### config.mk
export PLATFORM = sky130hd
export DESIGN_NAME = covg_queue
export DESIGN_NICKNAME = d
export VERILOG_FILES = /design/src/rtl/core/covg_pkg.sv /design/src/rtl/core/covg_queue.sv
export SDC_FILE = /design/constraint.sdc
export NUM_CORES = 1
export LEC_CHECK = 0
export ABC_CLOCK_PERIOD_IN_PS = 6850
export BUFFER_PORTS_ARGS = -buffer_cell sky130_fd_sc_hd__buf_2
export CAP_MARGIN = 20
export CORE_MARGIN = 4
export CORE_UTILIZATION = 45
export DETAILED_ROUTE_END_ITERATION = 16
export GPL_ROUTABILITY_DRIVEN = 0
export HOLD_SLACK_MARGIN = 0.15
export PLACE_DENSITY = 0.81
export REMOVE_ABC_BUFFERS = 1
export SYNTH_ARGS = -nofsm -noshare
export SYNTH_HDL_FRONTEND = slang
export SYNTH_SLANG_ARGS = --single-unit
### constraint.sdc
create_clock -name i_clk -period 6.85 [get_ports i_clk]
set_input_delay 0.3425 -clock i_clk [delete_from_list [all_inputs] [get_ports i_clk]]
set_output_delay 0.3425 -clock i_clk [all_outputs]
set_load 0.02 [all_outputs]
### src/rtl/core/covg_pkg.sv
// ----------------------------------------------------------------------------
// covg_pkg
// Types and fixed constants shared by the capsule outline vertex generator.
// ----------------------------------------------------------------------------
package covg_pkg;

    localparam int COORD_BITS   = 16;
    localparam int WIDTH_BITS   = 12;
    localparam int INDEX_BITS   = 5;
    localparam int ANGLE_BITS   = 32;
    localparam int CORDIC_STEPS = 30;

    localparam logic [ANGLE_BITS-1:0] HALF_TURN    = 32'h8000_0000;
    localparam logic [ANGLE_BITS-1:0] QUARTER_TURN = 32'h4000_0000;

    // Inverse CORDIC gain in Q0.30.
    localparam int GAIN_BITS = 30;
    localparam logic [GAIN_BITS-1:0] GAIN_INV_Q30 = 30'd652032874;
    localparam int WK_BITS = WIDTH_BITS + GAIN_BITS;

    // One pixel in Q.4.
    localparam int FRAC_ONE = 16;

    // Normalization brings the larger magnitude into [2^NORM_TOP, 2^(NORM_TOP+1)).
    localparam int NORM_STEPS = 5;
    localparam int NORM_TOP   = 30;
    localparam int M_BITS     = NORM_TOP + 2;

    localparam int VEC_BITS    = 36;
    localparam int ROT_BITS    = 45;
    localparam int ROT_Z_BITS  = ANGLE_BITS + 1;
    localparam int ROUND_SHIFT = 31;
    localparam int RND_BITS    = ROT_BITS - ROUND_SHIFT;
    localparam int SUM_BITS    = COORD_BITS + 2;

    localparam int Q_DEPTH = 2;
    localparam int Q_PTR_BITS = $clog2(Q_DEPTH);
    localparam int Q_CNT_BITS = $clog2(Q_DEPTH + 1);

    localparam logic [ANGLE_BITS-1:0] ATAN_TAB [CORDIC_STEPS] = '{
        32'h20000000, 32'h12E4051E, 32'h09FB385B, 32'h051111D4, 32'h028B0D43,
        32'h0145D7E1, 32'h00A2F61E, 32'h00517C55, 32'h0028BE53, 32'h00145F2F,
        32'h000A2F98, 32'h000517CC, 32'h00028BE6, 32'h000145F3, 32'h0000A2F9,
        32'h0000517C, 32'h000028BE, 32'h0000145F, 32'h00000A2F, 32'h00000517,
        32'h0000028B, 32'h00000145, 32'h000000A2, 32'h00000051, 32'h00000028,
        32'h00000014, 32'h0000000A, 32'h00000005, 32'h00000002, 32'h00000001
    };

    typedef struct packed {
        logic signed [COORD_BITS-1:0] delta_x;
        logic signed [COORD_BITS-1:0] delta_y;
        logic [WIDTH_BITS-1:0]        line_width;
    } t_seg_in;

    typedef struct packed {
        logic signed [COORD_BITS-1:0] vertex_x;
        logic signed [COORD_BITS-1:0] vertex_y;
        logic [INDEX_BITS-1:0]        vertex_index;
        logic                         last_vertex;
    } t_vertex;

    // A classified segment waiting for vertex generation.
    typedef struct packed {
        logic signed [COORD_BITS-1:0] delta_x;
        logic signed [COORD_BITS-1:0] delta_y;
        logic [WK_BITS-1:0]           scaled_width;
        logic [ANGLE_BITS-1:0]        angle;
    } t_seg;

endpackage

### src/rtl/core/covg_queue.sv
// ----------------------------------------------------------------------------
// covg_queue
// Short first-in first-out buffer of classified segments.
// ----------------------------------------------------------------------------
module covg_queue (
    input  logic           i_clk,
    input  logic           i_rst_n,
    input  logic           i_push,
    input  covg_pkg::t_seg i_data,
    output logic           o_full,
    input  logic           i_pop,
    output covg_pkg::t_seg o_data,
    output logic           o_empty
);
    import covg_pkg::*;

    localparam logic [Q_PTR_BITS-1:0] PTR_LAST = Q_PTR_BITS'(Q_DEPTH - 1);
    localparam logic [Q_CNT_BITS-1:0] CNT_FULL = Q_CNT_BITS'(Q_DEPTH);

    t_seg                  r_mem [Q_DEPTH];
    logic [Q_PTR_BITS-1:0] r_wptr, r_rptr;
    logic [Q_CNT_BITS-1:0] r_count;
    logic                  do_push, do_pop;

    assign o_full  = (r_count == CNT_FULL);
    assign o_empty = (r_count == '0);
    assign o_data  = r_mem[r_rptr];
    assign do_push = i_push && !o_full;
    assign do_pop  = i_pop && !o_empty;

    always_ff @(posedge i_clk) begin
        if (!i_rst_n) begin
            r_wptr  <= '0;
            r_rptr  <= '0;
            r_count <= '0;
        end else begin
            if (do_push) begin
                r_wptr <= (r_wptr == PTR_LAST) ? '0 : r_wptr + 1'b1;
            end
            if (do_pop) begin
                r_rptr <= (r_rptr == PTR_LAST) ? '0 : r_rptr + 1'b1;
            end
            if (do_push && !do_pop) begin
                r_count <= r_count + 1'b1;
            end else if (do_pop && !do_push) begin
                r_count <= r_count - 1'b1;
            end
        end
    end

    always_ff @(posedge i_clk) begin
        if (do_push) begin
            r_mem[r_wptr] <= i_data;
        end
    end

endmodule

# --- Word-level counts from Yosys, hierarchy flattened ---
# Memories as Yosys holds them, arrays and structs flattened. A register that Yosys moved wholly into a read port is not among the register bits.
# Cells that the tools add are included.
op_classes:
  n_addsub: 4
  eq_ne: 1
  n_mux: 8
  n_reduce_logical: 10
op_table:
  columns: ["operator", "n"]
  rows:
  - ["$mux W1", 6]
  - ["$logic_and A1 B1 Y1", 4]
  - ["$logic_not A1 Y1", 4]
  - ["$mux W2", 2]
  - ["$add A1 B1 Y1 const B", 2]
  - ["$add A2 B1 Y2 const B", 1]
  - ["$eq A2 B2 Y1 const B", 1]
  - ["$logic_not A2 Y1", 1]
  - ["$reduce_bool A2 Y1", 1]
  - ["$sub A2 B1 Y2 const B", 1]
word_totals:
  register_bits: 4
  ram_bits: 212
  inputBits: 110
  memories: 1
memory_table:
  columns: ["name", "depth", "width", "read_ports", "rd_clocked_by_memory_dff", "wr", "line", "source"]
  rows:
  - ["r_mem", 2, 106, 1, 1, 1, "covg_queue.sv:20", "t_seg r_mem [Q_DEPTH];"]

# --- Logic depth before layout (Yosys ltp) ---
# Gate-level depths: netlist (run 1).
logic_depth:
  word_depth: 7
  mapped_depth: 7
  ltp_nobuf: 7

# --- Least setup slack after synthesis (run 1) ---
# Ideal clock, no wire load.
synth_timing:
  kind: "reg-to-reg"
  start: "register r_count[0]"
  end: "memory r_mem[0][0] (netlist bit), enable pin"
  t_arrival_ns: 4.698
  setup_slack_ns: 1.599
  path_stages_with_launch: 4
  n_path_buf: 0
  cell_sequence: "dfxtp_1 nand2b_1 inv_2 nor3_2"
synth_between:
  elab_chain_cells: 5
synth_lines:
  columns: ["element", "line", "source"]
  rows:
  - ["start, declared", "covg_queue.sv:22", "logic [Q_CNT_BITS-1:0] r_count;"]
  - ["start signal, assigned", "covg_queue.sv:44", "r_count <= r_count + 1'b1;"]
  - ["start signal, assigned", "covg_queue.sv:46", "r_count <= r_count - 1'b1;"]
  - ["$eq A2 B2 Y1", "covg_queue.sv:25", "assign o_full = (r_count == CNT_FULL);"]
  - ["net o_full", "covg_queue.sv:10", "output logic o_full,"]
  - ["$logic_not A1 Y1", "covg_queue.sv:28", "assign do_push = i_push && !o_full;"]
  - ["$logic_and A1 B1 Y1", "covg_queue.sv:28", null]
  - ["$mux W1", "covg_queue.sv:52", "if (do_push) begin"]
  - ["$mux W1 (not written as such)", "covg_queue.sv:53", "r_mem[r_wptr] <= i_data;"]
  - ["end, declared", "covg_queue.sv:20", null]
# The timed path passes the listed nets, and every way through them passes these cells.

==> results of run 1 <==
==> cells by family after synthesis <==
family | after synthesis
AOI/OAI and AO/OA | 5
xor gates and xnor gates | 3
adders and majority gates | 1
buffers and inverters | 14
DFF | 217
muxes | 106
and+or+nand+nor | 9
==> path summary, 6_finish.rpt <==
check	start	to	cells after the start
worst min register to register	r_count[1]	r_count[1]	2
worst max-delay path	register	o_data[8]	3
worst min-delay path	i_push	r_wptr	3
worst max register to register	r_count[0]	r_mem[1][70]	3
==> metal layers <==
layer,up-vias,part of all wire (%),global-route usage (%)
met5,-,0,0
met4,0,2.4,4.04
met3,33,6.5,4.01
met1,2232,37,18.2
li1,2089,-,-
met2,169,54,30.4
==> cell usage after synthesis, drive strengths merged <==
cell / instances / area (um^2)
edfxtp: 212 / 6370
mux2: 106 / 1340
buf: 12 / 97.6
dfxtp: 5 / 100
and2: 3 / 18.8
a21boi: 2 / 15.0
inv: 2 / 7.50
nor2: 2 / 7.51
o21ai: 2 / 10.0
xnor2: 2 / 17.5
and3: 1 / 6.26
ha: 1 / 12.5
nand2b: 1 / 6.26
nor3: 1 / 10.0
o21a: 1 / 7.51
or3: 1 / 6.26
xor2: 1 / 8.76
==> worst max-delay path, cell delays in order (launching register included) <==
cell                      delay (ps)
sky130_fd_sc_hd__dfxtp_4         900
sky130_fd_sc_hd__buf_4           730
sky130_fd_sc_hd__mux2_2          430
sky130_fd_sc_hd__buf_2           160
==> where the power goes <==
group / switching (mW) / leakage [nW] / internal [mW]
registers: 0.0986 / 2.02 / 1.67
clock network: 0.472 / 0.353 / 0.728
logic: 0.613 / 1.91 / 0.489
total: 1.18 / 4.28 / 2.89
==> area by class of cell <==
cell class	instances	area, um^2	share of cell area, %
Clock buffer	27	591	5.29
Multi-Input combinational cell	124	1480	13.3
Sequential cell	217	6470	58.0
Clock inverter	13	144	1.29
Tap cell	225	282	2.52
Timing Repair Buffer	328	2190	19.6
Inverter	2	7.51	0.0673
==> sequential cells by signal, summed over array words and instances (netlist names), named ones only <==
signal and count:
r_mem 212, r_rptr 1, r_count 2, r_wptr 1
==> per-stage QoR <==
| stage | std cells | hold slack [ps] | utilization, % | instance area (um^2) | setup slack [ps] |
|---|---|---|---|---|---|
| after detailed placement | 789 | 534 | 53.7 | 9360 | 4210 |
| after CTS | 936 | 255 | 64.1 | 11200 | 3680 |
| after global placement | 789 | 494 | 53.7 | 9360 | 4270 |
| after floorplan | 343 | 441 | - | 7940 | 1600 |
| after global routing | 936 | 295 | 64.1 | 11200 | 3580 |
| final | 936 | 272 | 64.1 | 11200 | 3730 |
==> flow_results.org, run 1 <==
** Synthesis
- For this run, the register share of the synthesized area comes to 80.4%.
- Summing the areas of all fa, ha and maj instances in the mapped netlist gives less than 1% of the synthesized area.
- Netlist area before placement :: just over 8000 um^2
- Simple-gate share of the synthesized area :: 0.685%
- Cell count after synthesis :: ~360
- Synthesis Warnings :: 0
- A synthesized cell averages about 23 um^2.
- Xor/xnor cell area share of the yosys netlist :: less than 1%
- By area, the combinational part of the netlist is dominated by multiplexers.
- Of the post-synthesis cell area, the part taken by muxes is 16.7%.
- Synthesis-stage register bit count :: 217
- Summing the areas of all compound-gate instances in the mapped netlist gives 0.405% of the synthesized area.
- Synthesis instantiated 22 different standard cells from the library.

** Final layout
- Fraction of final layout cells sized beyond drive strength 1 :: approximately 50%
- Relative to the synthesized area, the layout overhead comes to 38.8%.
- At the end of the flow, the number of nets in the layout was 807.
- Counting the fill cells in the layout gives 1160.
- Most frequent cells in the layout :: sky130_fd_sc_hd__buf_2, sky130_fd_sc_hd__edfxtp_1, sky130_fd_sc_hd__dlygate4sd3_1, sky130_fd_sc_hd__mux2_2, sky130_fd_sc_hd__mux2_4
- 0 antenna diodes ended up in the layout.
- Most common cell after layout, fill and taps aside :: sky130_fd_sc_hd__buf_2

** STA
- Setup violations, final :: 0
- Final cycle utilization of the critical path :: between 40% and 50%
- For the pin with the worst max-slew slack, the measured transition is 968 ps.
- Between clock sinks in the finished design, the worst skew comes to 14.5 ps.
- Final critical delay including setup and external delays :: 3120 ps
- For this run, the top clock speed supported by timing is between 300 and 400 MHz.
- The number of max-slew violations in the final report is 0.
- Remaining max-slew budget at the tightest pin :: 35.4%
- Setup repair after global routing left no endpoint under its margin.
- The final hold violation count is 0.
- Setup total negative slack on the finished layout was measured at 0 ps.

** Critical path
- At the worst endpoint, the arrival time is 2780 ps.
- The worst setup path is launched from a register.
- Worst reg-to-reg setup slack :: about 4400 ps
- The worst setup path is captured at a primary output.
- Kind of critical path :: reg2out
- Of all nets on the critical path, the largest fanout is between 50 and 60.
- For the worst setup path, the data required time is between 6000 and 7000 ps.

** Global route
- Number of global-route vias before repair :: around 5000
- Entering global routing, the biggest net connects 72 pins.
- Global routing finished with a remaining overflow of 0.
- Global-route usage over all layers :: around 16%
- The first global-routing pass estimated 25900 um of wire.
- The initial antenna violation count came to 0.

** Clocking
- Number of setup buffers added after CTS :: 0
- Clk buf depth :: 3
- Hold bufs inserted after CTS :: 107
- The clock net in this run drives a total of roughly 220 sinks.
- Clock latency reported for the late side of the worst-skew pair :: about 500 ps
- TritonCTS built the clock tree.
- TritonCTS created 23 clock buffers.
- CTS clk-pin slew, worst paths :: 60 ps
- In this run the number of H-tree levels came out at 1.
- Post-CTS repair changed the size of 0 cells.
- Cell chosen for the clock root :: sky130_fd_sc_hd__clkbuf_16

** Route
- For this run, the detailed router's first-pass iteration total came to 4.
- Detailed-route wire length per cell :: roughly 18 um
- Number of remaining DRC errors :: 0
- Number of vias per cell after detailed routing :: between 4 and 5
- The routed layout has roughly 4500 vias.
- After detailed routing, the total wire length is 16800 um.
- For this block, the initial DRC count from the detailed router was 242.
- The count of nets left with antenna violations once routing finished came out at 0.

** Placement
- Buffers on Ports :: about 220
- Detailed placement ended at an HPWL of 10200 um.

** Floorplan
- Floorplan die height :: 142 um
- The die covers 20100 um^2.
- Core area :: 17400 um^2
- Top-Level Pins :: between 200 and 250
- Row generation in the floorplan step produced 48 rows.
- Initial core utilization :: 46.2%
- Floorplan die width :: around 140 um

** Run
- Max-cap violations in this run came to 0.

** Power
- For this design the ratio of total power to cell area is roughly 360 nW/um^2.
- The design draws 4.07 mW.
- Across the VDD grid, the largest voltage drop is 244 uV.
- The analysis attributes to cell leakage a power of 4.28 nW.

** Outcome
- The flow ran to the end, and the final reports show no timing, DRC or antenna violations.

** Min path
- The min-delay analysis places its worst path in the category in2reg.
(Power assumes the default switching activity.)
==> inputs of run 2 (changes only) <==
ABC_CLOCK_PERIOD_IN_PS = 2900   (was 6850)
clock period = 2.9 ns   (was 6.85 ns; I/O delays follow)
==> flow_results.org, run 2 (synthesis results as in run 1) <==
** STA
- The final hold violation count was 0.
- Max Transition Viols Final :: 0
- Min setup slack post-route :: 690 ps
- Worst hold slack :: between 200 and 250 ps
- Total Neg Setup Slack :: 0 ps
- Clock skew on the completed layout was measured at 8.58 ps.
- Maximum frequency from static timing analysis :: 453 MHz
- Measured against its own limit, the worst slew margin works out to 52.9%.
- Setup repair after global routing missed its margin :: false
- Measured slew at the worst slew-check pin :: just over 700 ps
- Final cycle utilization of the critical path :: 76.2%
- Setup violations, final :: 0
- Final critical delay including setup and external delays :: ~2200 ps

** Route
- In the routed layout, each cell is associated on average with a via count of between 4 and 5.
- In this run, the number of DRC markers left after iteration 0 of detailed routing was 204.
- Detailed routing inserted a total of 4484 vias.
- Number of remaining DRC errors :: 0
- In this run the remaining antenna-violating nets after routing total 0.
- The final layout contains routed wiring with a total length of approximately 17000 um.
- Detailed-route wire length per cell :: 18.1 um
- Iteration count of the initial detailed-routing pass :: 4

** Power
- Static power due to leakage :: between 4 and 5 nW
- Power comes to 9.64 mW.
- Areal power density over the cells :: 859 nW/um^2
- Worst vdd rail ir drop :: 768 uV

** Floorplan
- For this configuration, the core starts out at a cell density of 46.2%.
- The floorplan step defined a die boundary enclosing around 20000 um^2.
- From bottom edge to top edge, the die measures approximately 140 um.
- Core area :: ~17000 um^2
- Row generation in the floorplan step produced 48 rows.
- Measured along the x axis, the die boundary spans 142 um.
- Top-Level Pins :: 218

** Placement
- OpenSTA, run right after detailed placement, puts the worst setup slack at about 1100 ps.
- Number of placed cells counting well taps :: 790
- Final HPWL DP :: 10000 um
- Buffers on Ports :: 217
- The placed instances occupy a cell area of 9410 um^2.

** Critical path
- The largest single stage delay on the critical path is 440 ps.
- Cell count of the worst reg-to-reg path :: 6
- Walking the worst path, the cells encountered are buf_12, mux2_2, buf_2.
- The slowest stage of the critical path belongs to the cell sky130_fd_sc_hd__buf_12.
- Kind of launch point of the worst setup path :: register
- CP required :: between 2000 and 3000 ps
- CP Max Fanout :: 104
- The worst setup path is captured at a primary output.
- The worst setup path is of the reg2out kind.
- At the worst endpoint, the arrival time is 2060 ps.

** Final layout
- After the last flow step, the layout net total stands at 810.
- Fraction of final layout cells sized beyond drive strength 1 :: about half
- The area growth from synthesis to layout is 39.6%.
- Final standard cell area without fillers :: 11200 um^2
- Leaving out fill and tap cells, the most frequent cells in the layout are sky130_fd_sc_hd__buf_2, sky130_fd_sc_hd__edfxtp_1, sky130_fd_sc_hd__dlygate4sd3_1, sky130_fd_sc_hd__mux2_2, sky130_fd_sc_hd__mux2_4.
- Utilization of the core after routing :: 64.5%
- Top register by number of flip-flops :: r_mem
- The register with the most flip-flops in the layout has 212 of them.
- Number of antenna diodes :: 0
- The library cell used most frequently in the layout, excluding fill and tap cells, is sky130_fd_sc_hd__buf_2.
- Non-filler cells in the finished layout :: 938
- Largest registers ranked by flip-flop count :: r_mem: 212 flops, r_count: 2 flops

** Clocking
- The number of setup buffers added after CTS is 0.
- Clock latency reported for the late side of the worst-skew pair :: 490 ps
- Clk buf depth :: 3
- Cell chosen for the clock root :: sky130_fd_sc_hd__clkbuf_16
- In this run the number of H-tree levels came out at 1.
- Clock-pin slew was measured on the worst setup and hold paths at 60 ps.
- Count of clock tree sinks :: around 220
- TritonCTS built the clock tree.
- Number of buffers created by CTS :: 23

** Global route
- Number of antenna violations at the first check in global routing :: 0
- Number of global-route vias before repair :: 4970
- Pin count of the biggest net entering global routing :: between 100 and 150
- The first global-routing pass estimated between 20000 and 30000 um of wire.
- Global-route usage over all layers :: 16.5%
- Overall overflow remaining after global route :: 0

** Run
- The tool flagged a number of max-cap violations equal to 0.

** Outcome
- The run finished with clean final reports.

** Min path
- The path class of the tightest hold or removal check is in2reg.
- Number of cells traversed by the worst hold path :: 2
run 2: cell count changes in the layout (fill, tap and decap cells not counted), sizes merged:
cell	previous run	this run
inv	3	2
buf	221	222
clkinv	7	12
dlygate4sd3	107	109
clkbuf	27	24
clkinvlp	2	0
run 2: worst paths after layout:
| path | start | to | slack (ps) |
|---|---|---|---|
| max | register | o_data[95] | 690 |
| max reg2reg | r_count[0] | r_wptr | 910 |
| min | i_push | r_mem[1][24] | 230 |
| min reg2reg | r_count[1] | r_count[1] | 530 |
run 2: timing repair:
| action | 4_1_cts | 5_1_grt |
|---|---|---|
| resized for setup | 0 | 0 |
| hold endpoints to repair | 217 | 0 |
| endpoints found under the setup margin | 0 | 0 |
| hold buffers | 109 | 0 |
run 2: layout make-up:
class                   count  area, um^2
flip-flops and latches    217        6470
fillers                  1192        6190
repair buffers            331        2260
multi-input cells         124        1480
clock buffers              24         579
well taps                 225         282
clock inverters            15         143
inverters                   2        7.51
run 2: worst max-delay path: cells and delay by family, from the launching register on:
family	cells	cell delay (ps)
multiplexers	1	420
buffers and inverters	2	600
flip-flops	1	380
run 2: power by group:
group	internal [mW]	switching, mW
sequential	3.94	0.119
clock	1.70	1.11
combinational	1.20	1.57
total	6.84	2.80
run 2: per-layer routing:
metal  share of wire [%]  track usage, %
met5                   0               0
met3                 7.2            4.15
met2                  53            30.4
met4                 2.3            4.80
met1                  37            18.9
